### config.mk
export PLATFORM = sky130hd
export DESIGN_NAME = vrs_ctrl
export DESIGN_NICKNAME = d
export VERILOG_FILES = /design/src/rtl/vrs_pkg.sv /design/src/rtl/vrs_ctrl.sv
export SDC_FILE = /design/constraint.sdc
export NUM_CORES = 1
export LEC_CHECK = 0
export BUFFER_PORTS_ARGS = -buffer_cell sky130_fd_sc_hd__clkbuf_2
export CORE_AREA = 5 5 42 44
export CTS_CLUSTER_SIZE = 8
export DETAILED_ROUTE_END_ITERATION = 7
export DIE_AREA = 0 0 47 49
export HOLD_SLACK_MARGIN = 0.06
export SLEW_MARGIN = 30
export SYNTH_ARGS = -nofsm -noshare
export SYNTH_HDL_FRONTEND = slang
export SYNTH_SLANG_ARGS = --single-unit
### constraint.sdc
create_clock -name clk -period 1.2 [get_ports clk]
set_input_delay 0.18 -clock clk [delete_from_list [all_inputs] [get_ports clk]]
set_output_delay 0.18 -clock clk [all_outputs]
set_load 0.1 [all_outputs]
### src/rtl/vrs_pkg.sv
// shared constants, codes and controller/datapath types for the versioned register store
`timescale 1ns / 1ps
package vrs_pkg;

  // sizing of the store
  localparam int INDEX_COUNT   = 64;
  localparam int HISTORY_DEPTH = 16;
  localparam int SNAP_BITS     = 16;

  // payload field widths
  localparam int OP_W      = 2;
  localparam int INDEX_W   = 6;
  localparam int VALUE_W   = 32;
  localparam int SNAP_ID_W = 16;
  localparam int STATUS_W  = 2;

  // derived widths
  localparam int IDX_AW    = (INDEX_COUNT > 1) ? $clog2(INDEX_COUNT) : 1;
  localparam int POS_W     = $clog2(HISTORY_DEPTH + 1);
  localparam int REC_DEPTH = INDEX_COUNT * HISTORY_DEPTH;
  localparam int REC_AW    = (REC_DEPTH > 1) ? $clog2(REC_DEPTH) : 1;
  localparam int REC_W     = SNAP_BITS + VALUE_W;
  localparam int CMP_W     = (SNAP_BITS > SNAP_ID_W) ? SNAP_BITS : SNAP_ID_W;

  // operation codes
  typedef enum logic [OP_W-1:0] {
    OP_SET  = 2'd0,
    OP_SNAP = 2'd1,
    OP_GET  = 2'd2,
    OP_NONE = 2'd3
  } op_t;

  // status codes
  localparam logic [STATUS_W-1:0] ST_OK    = 2'd0;
  localparam logic [STATUS_W-1:0] ST_FULL  = 2'd1;
  localparam logic [STATUS_W-1:0] ST_LIMIT = 2'd2;

  // controller to datapath commands
  typedef struct packed {
    logic latch_in;
    logic latch_cnt;
    logic do_set;
    logic do_snap;
    logic narrow;
    logic fetch_sel;
    logic take_value;
    logic load_out;
  } vrs_cmd_t;

  // datapath to controller status
  typedef struct packed {
    op_t  op;
    logic idx_ok;
    logic lo_lt_hi;
    logic lo_nz;
  } vrs_stat_t;

endpackage

### src/rtl/vrs_ctrl.sv
// controller: sequences one operation at a time and owns the response valid flag
`timescale 1ns / 1ps
module vrs_ctrl (
  input  logic               clk,
  input  logic               rst,
  input  logic               req_valid,
  output logic               req_ready,
  output logic               rsp_valid,
  input  logic               rsp_ready,
  input  vrs_pkg::vrs_stat_t stat,
  output vrs_pkg::vrs_cmd_t  cmd
);
  import vrs_pkg::*;

  typedef enum logic [2:0] {
    S_IDLE,
    S_COUNT,
    S_EXEC,
    S_SEARCH,
    S_CMP,
    S_FETCH,
    S_DONE
  } state_t;

  state_t state;
  state_t state_next;

  // no request is taken while reset is held
  assign req_ready = (state == S_IDLE) && !rst;

  // next state and commands
  always_comb begin
    cmd        = '0;
    state_next = state;
    unique case (state)
      S_IDLE: begin
        if (req_valid && req_ready) begin
          cmd.latch_in = 1'b1;
          state_next   = S_COUNT;
        end
      end
      S_COUNT: begin
        cmd.latch_cnt = 1'b1;
        state_next    = S_EXEC;
      end
      S_EXEC: begin
        unique case (stat.op)
          OP_SET: begin
            cmd.do_set = 1'b1;
            state_next = S_DONE;
          end
          OP_SNAP: begin
            cmd.do_snap = 1'b1;
            state_next  = S_DONE;
          end
          OP_GET: begin
            state_next = stat.idx_ok ? S_SEARCH : S_DONE;
          end
          OP_NONE: begin
            state_next = S_DONE;
          end
        endcase
      end
      S_SEARCH: begin
        // probe the middle record, fetch the last one not after the target, or finish when none qualifies
        priority if (stat.lo_lt_hi) begin
          state_next = S_CMP;
        end else if (stat.lo_nz) begin
          cmd.fetch_sel = 1'b1;
          state_next    = S_FETCH;
        end else begin
          state_next = S_DONE;
        end
      end
      S_CMP: begin
        cmd.narrow = 1'b1;
        state_next = S_SEARCH;
      end
      S_FETCH: begin
        cmd.take_value = 1'b1;
        state_next     = S_DONE;
      end
      S_DONE: begin
        // hand over once the output register is free
        if (!rsp_valid || rsp_ready) begin
          cmd.load_out = 1'b1;
          state_next   = S_IDLE;
        end
      end
      default: begin
        state_next = S_IDLE;
      end
    endcase
  end

  // state and response valid
  always_ff @(posedge clk) begin
    if (rst) begin
      state     <= S_IDLE;
      rsp_valid <= 1'b0;
    end else begin
      state <= state_next;
      if (cmd.load_out) begin
        rsp_valid <= 1'b1;
      end else if (rsp_ready) begin
        rsp_valid <= 1'b0;
      end
    end
  end
endmodule

==> results of run 1 <==
[report_power, final]
part	switching, uW	leakage (uW)	internal (uW)	total [uW]
Clock	69.6	0.0000150	126	195
Sequential	55.4	0.0000353	180	235
Combinational	667	0.000331	596	1260
[layout by cell type (no fill, tap or decap), types with 3 or more instances in the layout]
| cell type | n |
|---|---|
| a21oi_1 | 3 |
| buf_12 | 11 |
| buf_4 | 12 |
| buf_6 | 5 |
| clkbuf_2 | 8 |
| clkbuf_4 | 3 |
| dfxtp_4 | 3 |
[per-stage QoR]
step	cell area, sq um	hold slack [ps]	cells
global placement	738.2	475.6	81
finish	860.8	219.3	90
global route	860.8	231.6	90
CTS	818.3	211.2	87
detailed placement	738.2	475.6	81
floorplan	395.4	239.4	37
[registers in the layout, summed over array words and instances (netlist names)]
signal	count
rsp_valid	1
state	3
[cell type report]
class	count	share of cell area (%)
repair buffers	36	47.24
clock buffers	4	3.052
multi-input cells	29	36.19
inverters	1	0.4360
well taps	16	2.326
flip-flops and latches	4	10.76
[cell families (layout without fill, tap and decap cells)]
group                  count (synthesis)  count (layout)  share of synthesized area (%)
AOI/OAI and AO/OA                      9               9                          21.18
and+or+nand+nor                       20              20                          43.65
buffers and inverters                  4              41                          8.047
DFF                                    4               4                          27.12
[cells in the mapped netlist (2+ instances only)]
cell	n
nand2b_1	2
and2_1	2
a21oi_1	3
nor2b_1	3
nor4_1	2
nor3b_1	2
nor3_1	2
dfxtp_1	4
nand2_1	2
[how the worst max path moves through the flow]
stage	startpoint	end	slack (ps)
2_1_floorplan	state[2]	cmd[7]	-1040
3_3_place_gp	state[1]	cmd[4]	-70
3_5_place_dp	state[2]	cmd[7]	-70
4_1_cts	state[0]	cmd[7]	-330
5_1_grt	state[0]	cmd[7]	-370
6_report	state[0]	cmd[7]	-310
[worst register-to-register path: stages (launching register included)]
cell,delay (ps)
dfxtp_4,360
buf_6,130
nand3b_1,230
or2_1,270
a31oi_1,170
[what timing repair did]
action,CTS,global route
resized for setup,12,5
pin swaps,5,3
endpoints found under the setup margin,12,12
buffers inserted,2,3
[metal layers]
layer  GRT usage [%]  share of wire [%]  vias up
li1                -                  -      210
met1           11.84                 36      202
met2           18.33                 55       13
met3           4.797                5.6        5
met4           8.295                3.5        0
met5               0                  0        -
==> metrics, run 1 <==
outcome finished, violations left; failing checks setup timing; Ys Warns 0; WP buf/inv 2; worst min path class in -> reg; Total GRT Usage 11.68%; CTS tree done; largest net degree at the start of global routing 8; FF+latch count, synth 4; Slowest-stage cell, CP dfxtp_4; VDD IR-drop max 0.9364 mV; Vias 430; die height 49 um; Worst Hold Depth 3; Worst-Margin Slew 257.4 ps; Stages on worst setup path 4; register area share after synthesis 27.12%; Fin. Hold Viols 0; vias in the first global route 419; WL/cell ~13 um; power per cell area 1967 mW/mm^2; Overflow after GRT 0; setup slack after layout -307.6 ps; clk_lat worst skew 250 ps; Hold EP rsp_valid; worst-case reg-to-reg path depth 4; Final ANT Viol Nets 0; launch point of the worst reg-to-reg path state[0]; Setup WS pre-CTS -74.21 ps; Post-Syn Area per Cell 7.981 sq um; first-pass GRT wire length roughly 1800 um; syn nets 46; ys flop type dfxtp_1; ranking of synthesized cells by area dfxtp_1 (27%), nor2b_1 (6.4%), a21oi_1 (5.1%), nor3b_1 (5.1%), a211oi_2 (4.2%); number of cell rows 14; TritonRoute pass-1 iters 2; WP data arrival 1330 ps; Layout Nets 84; Critical Path RT 1020 ps; max-slew violation total from the final report 0; clock transition at the registers of the reported paths approximately 40 ps; highest clock rate 663.3 MHz; Post-synth EDFFs 0; post-route setup TNS -2032 ps; max capacitance violation total 0; CTS H-tree depth 1; Placer Congestion 0.7439; initial core utilization 21.07%; Yosys top cell area share 27.12%; Slew Limit Headroom 82.71%; CTS Buffer Depth 2; antenna violations before repair 0; crit-path max FO 4; Crit Reg-Reg Endpoint state[2]; Die X ~47 um; Layout Skew about 4.7 ps; Layout area overhead 191.5%; sequential cell area between 90 and 100 sq um; cts-stage hold buffer count 0; vias per std cell 4.778; Tcrit/Tclk final 125.6%; crit end category output pin; clk sinks 4; fin crit period 1508 ps; core area 0.001401 sq mm; Antenna Cells 0; Synth Instances 37; synthesized area 295.3 sq um; Initial DRC Count 4; Pwr Total 1693 uW; DRC 0; Largest delay share family, worst path simple AND/OR/NAND/NOR gates; Setup violations, final 11; CTS buffer count 3; drt total wl 1127 um; # IOs 19; max incr delay on CP approximately 360 ps; Port Buffers 18; r2r setup slk -40 ps; asr flop ratio synth 0%; Critical Path Source Type flip-flop; DPL Wire Length just over 800 um; RSZ-0062 raised after global routing true; leakage 0.0003808 uW; CP cell instances buf_6, nor4_4, and2_4, buf_12; fillcell total 121; die area 0.002303 sq mm; share of cells above drive strength 1 roughly four fifths; Crit Path Class reg -> out; final core utilization 61.43%; area of the multi-input gates 311.5 sq um; Worst Min Path Start rsp_ready; Unique masters post-synth 24; CTS root buffer clkbuf_4; area leader, netlist dfxtp_1
Power figures use the tool's default switching activity.
==> run 2, diff against run 1 <==
--- a/config.mk
+++ b/config.mk
@@ -11,6 +11,7 @@
 export DETAILED_ROUTE_END_ITERATION = 7
 export DIE_AREA = 0 0 47 49
 export HOLD_SLACK_MARGIN = 0.06
+export PLACE_DENSITY = 0.5
 export SLEW_MARGIN = 30
 export SYNTH_ARGS = -nofsm -noshare
 export SYNTH_HDL_FRONTEND = slang
==> metrics, run 2 (synthesis gave the netlist of run 1 again) <==
outcome finished, violations left; failing checks setup timing; Layout Nets 82 (-2.4%); CTS H-tree depth 1 (unchanged); Critical Path RT 1020 ps (about the same); area of the multi-input gates 307.8 sq um (-1.2%); Vias 412 (-4.2%); max-slew violation total from the final report 0 (unchanged); fillcell total 129 (+6.6%); leakage 0.0003635 uW (-4.5%); largest net degree at the start of global routing 7 (-1); power per cell area 1951 mW/mm^2 (-0.83%); CTS tree done; Clock Power Share 10.9% (-0.6 points); fin crit period 1484 ps (-23.99 ps); clk sinks 4 (unchanged); RSZ-0062 raised after global routing true; Die X 47 um (unchanged); TritonRoute pass-1 iters 4 (+2); Setup violations, final 12 (+1); share of cells above drive strength 1 76.39% (-2.0 points); Crit Path Class reg -> out; vias per std cell 4.682 (-2.0%); Critical Path Source Type flip-flop; Initial DRC Count 3 (-1); Pint 886.8 uW (-1.6%); cts-stage hold buffer count 0 (unchanged); Layout area overhead 187.7%; antenna violations before repair 0 (unchanged); clock transition at the registers of the reported paths 40 ps (about the same); crit end category output pin; switching pwr 770.5 uW (-2.8%); CTS Buffer Depth 2 (unchanged); worst min path class in -> reg; most frequent cells in the layout buf_12 (11), clkbuf_2 (8), buf_4 (8), buf_6 (7); die area 0.002303 sq mm (unchanged); initial core utilization 21.07% (unchanged); most common cell after layout, fill and taps aside buf_12; Reg power frac 14.5% (+0.6 points); setup slack after layout -283.6 ps (+23.99 ps); Placer Congestion 0.7460 (+0.28%); post-route setup TNS -1935 ps (+96.91 ps); max reg flops 3 (unchanged); # IOs 19 (unchanged); WP data arrival 1300 ps (-30 ps); Layout Skew 10.69 ps (+5.966 ps); CTS buffer count 3 (unchanged); first-pass GRT wire length 1787 um (-2.2%); CP cell instances buf_6, nor4_4, and2_4, buf_12; Antenna Cells 0 (unchanged); max incr delay on CP 330 ps (-30 ps); Total GRT Usage 10.98% (-0.70 points); Tcrit/Tclk final 123.6% (-2.0 points); DRC 0 (unchanged); Worst-Margin Slew 262.3 ps (+4.964 ps); Final ANT Viol Nets 0 (unchanged); drt total wl 1026 um (-9.0%); die height 49 um (unchanged); core area 0.001401 sq mm (unchanged); number of cell rows 14 (unchanged); final core utilization 60.62% (-0.80 points); Slew Limit Headroom 82.44% (-0.28 points); Slowest-stage cell, CP dfxtp_2; Port Buffers 18 (unchanged); Most flops, register state; top flop regs state (3), rsp_valid (1); Fin. Hold Viols 0 (unchanged); switch share 46.49% (-0.30 points); highest clock rate 674.1 MHz (+1.6%); VDD IR-drop max 0.9968 mV (+6.5%); max capacitance violation total 0 (unchanged); WL/cell 11.66 um (-6.9%); clk_lat worst skew 240 ps (about the same); vias in the first global route 441 (+5.3%); crit-path max FO 4 (unchanged); sequential cell area 92.59 sq um (unchanged); Logic pwr share 74.6% (about the same); CTS root buffer clkbuf_4; DPL Wire Length 808.2 um (-0.91%); Overflow after GRT 0 (unchanged)
run 2: cell types whose count changed in the layout (fill, tap and decap cells not counted):
cell / change
buf_4: -4
buf_6: +2
nand2_1: +1
nand2_4: -1
nor3_1: +1
nor3_2: -1
nor3b_2: -1
nor3b_4: +1
or2_1: -1
or2_4: +1
run 2: worst max-delay path, delay by kind of cell (launching register included):
family        cells  cell delay, ps
buf+inv           2             290
flops             1             330
simple gates      2             450
run 2: final timing paths:
check             from   endpoint  slack (ps)  depth (start not counted)
max           state[2]     cmd[7]        -280                          4
min          rsp_ready  rsp_valid         240                          3
max reg2reg   state[2]   state[1]        -120                          4
min reg2reg  rsp_valid  rsp_valid         540                          2
run 2: timing repair:
action	4_1_cts	5_1_grt
endpoints found under the setup margin	12	12
resized for setup	15	4
setup buffers	4	1
pin swaps	7	7
run 2: power groups by stage:
stage | logic, uW | clock network [uW] | registers (uW)
floorplan | 690 | 0 | 195
CTS | 1220 | 189 | 236
global placement | 1100 | 0 | 207
finish | 1240 | 181 | 240
detailed placement | 1100 | 0 | 208
global route | 1300 | 197 | 247
run 2: final cells by class:
| cell class | instances | area share (%) |
|---|---|---|
| clock buffer | 4 | 3.093 |
| sequential | 4 | 10.90 |
| multi-input combinational | 29 | 36.23 |
| inverter | 1 | 0.4418 |
| timing repair buffer | 34 | 46.98 |
| tap | 16 | 2.356 |
run 2: routing by layer:
metal	up-vias	routed length, um	GRT usage [%]
met5	-	0	0
met4	0	25	6.912
met3	2	67	4.059
met2	14	543	17.19
met1	190	390	11.84
li1	206	-	-
run 2: through the flow:
step	setup WS (ps)	instance area [sq um]	cells	total power (uW)	hold slack, ps
final	-283.6	849.6	88	1657	244.2
after global routing	-329.5	849.6	88	1745	261.5
after CTS	-321.6	837.1	88	1648	232.0
after detailed placement	-72.88	730.7	80	1309	488.5
after global placement	-57.46	730.7	80	1306	478.6
after floorplan	-1037	395.4	37	884.4	239.4
==> run 3, diff against run 2 <==
--- a/config.mk
+++ b/config.mk
@@ -11,7 +11,7 @@
 export DETAILED_ROUTE_END_ITERATION = 7
 export DIE_AREA = 0 0 47 49
 export HOLD_SLACK_MARGIN = 0.06
-export PLACE_DENSITY = 0.5
+export PLACE_DENSITY = 0.45
 export SLEW_MARGIN = 30
 export SYNTH_ARGS = -nofsm -noshare
 export SYNTH_HDL_FRONTEND = slang
==> metrics, run 3 (synthesis gave the netlist of run 1 again) <==
Port Buffers 18 (unchanged); Placer Congestion 0.7851 (+5.2%); Crit Reg-Reg Endpoint state[1]; Critical Path RT 1020 ps (about the same); CTS Buffer Depth 2 (unchanged); Most flops, register state; worst-case reg-to-reg path depth 5 (+1); clock transition at the registers of the reported paths 40 ps (about the same); WP data arrival 1290 ps (about the same); setup slack after layout -274.1 ps (+9.489 ps); worst min path class in -> reg; Initial DRC Count 4 (+1); crit end category output pin; crit-path max FO 7 (+3); placed insts 78 (-2.5%); TritonRoute pass-1 iters 4 (unchanged); power per cell area 2010 mW/mm^2 (+3.1%); Fin. Hold Viols 0 (unchanged); most common cell after layout, fill and taps aside buf_12; most frequent cells in the layout buf_12 (11), clkbuf_2 (8), buf_4 (8), buf_6 (4); DRC 0 (unchanged); Die X 47 um (unchanged); drt total wl 1082 um (+5.5%); Hold EP rsp_valid; vias in the first global route 401 (-9.1%); first-pass GRT wire length 1738 um (-2.7%); Tcrit/Tclk final 122.8% (-0.79 points); die area 0.002303 sq mm (unchanged); Antenna Cells 0 (unchanged); Slew Limit Headroom 82.76% (+0.32 points); Worst-Margin Slew 257.6 ps (-4.770 ps); clk sinks 4 (unchanged); clk_lat worst skew 240 ps (about the same); Worst Hold Depth 3 (unchanged); max capacitance violation total 0 (unchanged); Crit Path Class reg -> out; Worst Min Path Start rsp_ready; top flop regs state (3), rsp_valid (1); Critical Path Source Type flip-flop; Setup WS pre-CTS -60.94 ps (+11.94 ps); highest clock rate 678.4 MHz (+0.64%); die height 49 um (unchanged); leakage 0.0003462 uW (-4.8%); # IOs 19 (unchanged); antenna violations before repair 0 (unchanged); sequential cell area 90.09 sq um (-2.7%); largest net degree at the start of global routing 10 (+3); core area 0.001401 sq mm (unchanged); post-route setup TNS -2009 ps (-73.97 ps); initial core utilization 21.07% (unchanged); CTS H-tree depth 1 (unchanged); area of the multi-input gates 316.6 sq um (+2.8%); Vias 402 (-2.4%); Overflow after GRT 0 (unchanged); launch point of the worst reg-to-reg path state[2]; max-slew violation total from the final report 0 (unchanged); failing checks setup timing; Layout Nets 79 (-3.7%); WL/cell 12.73 um (+9.2%); number of cell rows 14 (unchanged); Total GRT Usage 10.78% (-0.20 points); DPL Wire Length 833 um (+3.1%); CTS root buffer clkbuf_4; RSZ-0062 raised after global routing true; Setup violations, final 11 (-1); fin crit period 1474 ps (-9.489 ps); Layout area overhead 178.4%; r2r setup slk -110 ps (about the same); CTS buffer count 3 (unchanged); max reg flops 3 (unchanged); Layout Skew 7.242 ps (-3.445 ps); non-filler instance count after layout 85 (-3.4%); CTS tree done; share of cells above drive strength 1 75.36% (-1.0 points); fillcell total 137 (+6.2%); VDD IR-drop max 1.185 mV (+19%); outcome finished, violations left; vias per std cell 4.729 (+1.0%); Final ANT Viol Nets 0 (unchanged)
run 3: layer usage:
layer,global-route usage [%],part of all wire [%],vias to the layer above
li1,-,-,199
met1,13.66,40,183
met2,14.71,51,18
met3,1.845,6.1,2
met4,9.677,1.8,0
met5,0,0,-
run 3: how the worst max path moves through the flow:
| stage | start | end | slack, ps | cells past startpoint |
|---|---|---|---|---|
| after detailed placement | state[2] | cmd[7] | -60 | 4 |
| final | state[2] | cmd[7] | -270 | 4 |
| after CTS | state[2] | cmd[7] | -320 | 4 |
| after floorplan | state[2] | cmd[7] | -1040 | 3 |
| after global routing | state[2] | cmd[7] | -340 | 4 |
| after global placement | state[2] | cmd[7] | -50 | 4 |
run 3: what timing repair did:
item	4_1_cts	5_1_grt
setup buffers	0	3
endpoints found under the setup margin	12	12
hold buffers	0	0
gates resized for setup	3	12
pin swaps	3	4
run 3: worst max-delay path, cell delays in order, from the launching register on:
cell     delay, ps
dfxtp_2        310
buf_6          130
nor4_4         260
and2_4         190
buf_12         160
run 3: metrics by stage:
| step | hold WS, ps | area [sq um] | total power, uW | util, % |
|---|---|---|---|---|
| after detailed placement | 489.5 | 715.7 | 1299 | 51.07 |
| after global placement | 472.5 | 715.7 | 1295 | 51.07 |
| after global routing | 248.1 | 822.0 | 1738 | 58.66 |
| after CTS | 229.6 | 748.2 | 1512 | 53.39 |
| after floorplan | 239.4 | 395.4 | 884.4 | - |
| final | 234.0 | 822.0 | 1653 | 58.66 |
run 3: power by group:
part | internal, uW | total [uW] | switching [uW] | leakage (uW)
clock network | 125 | 188 | 62.3 | 0.0000150
registers | 175 | 220 | 44.4 | 0.0000350
logic | 570 | 1250 | 675 | 0.000296
total | 871 | 1650 | 782 | 0.000346
run 3: layout make-up:
cell class | count | share of cell area (%)
inverter | 1 | 0.4566
clock buffer | 4 | 3.196
tap | 16 | 2.435
multi-input combinational | 29 | 38.51
timing repair buffer | 31 | 44.44
sequential | 4 | 10.96
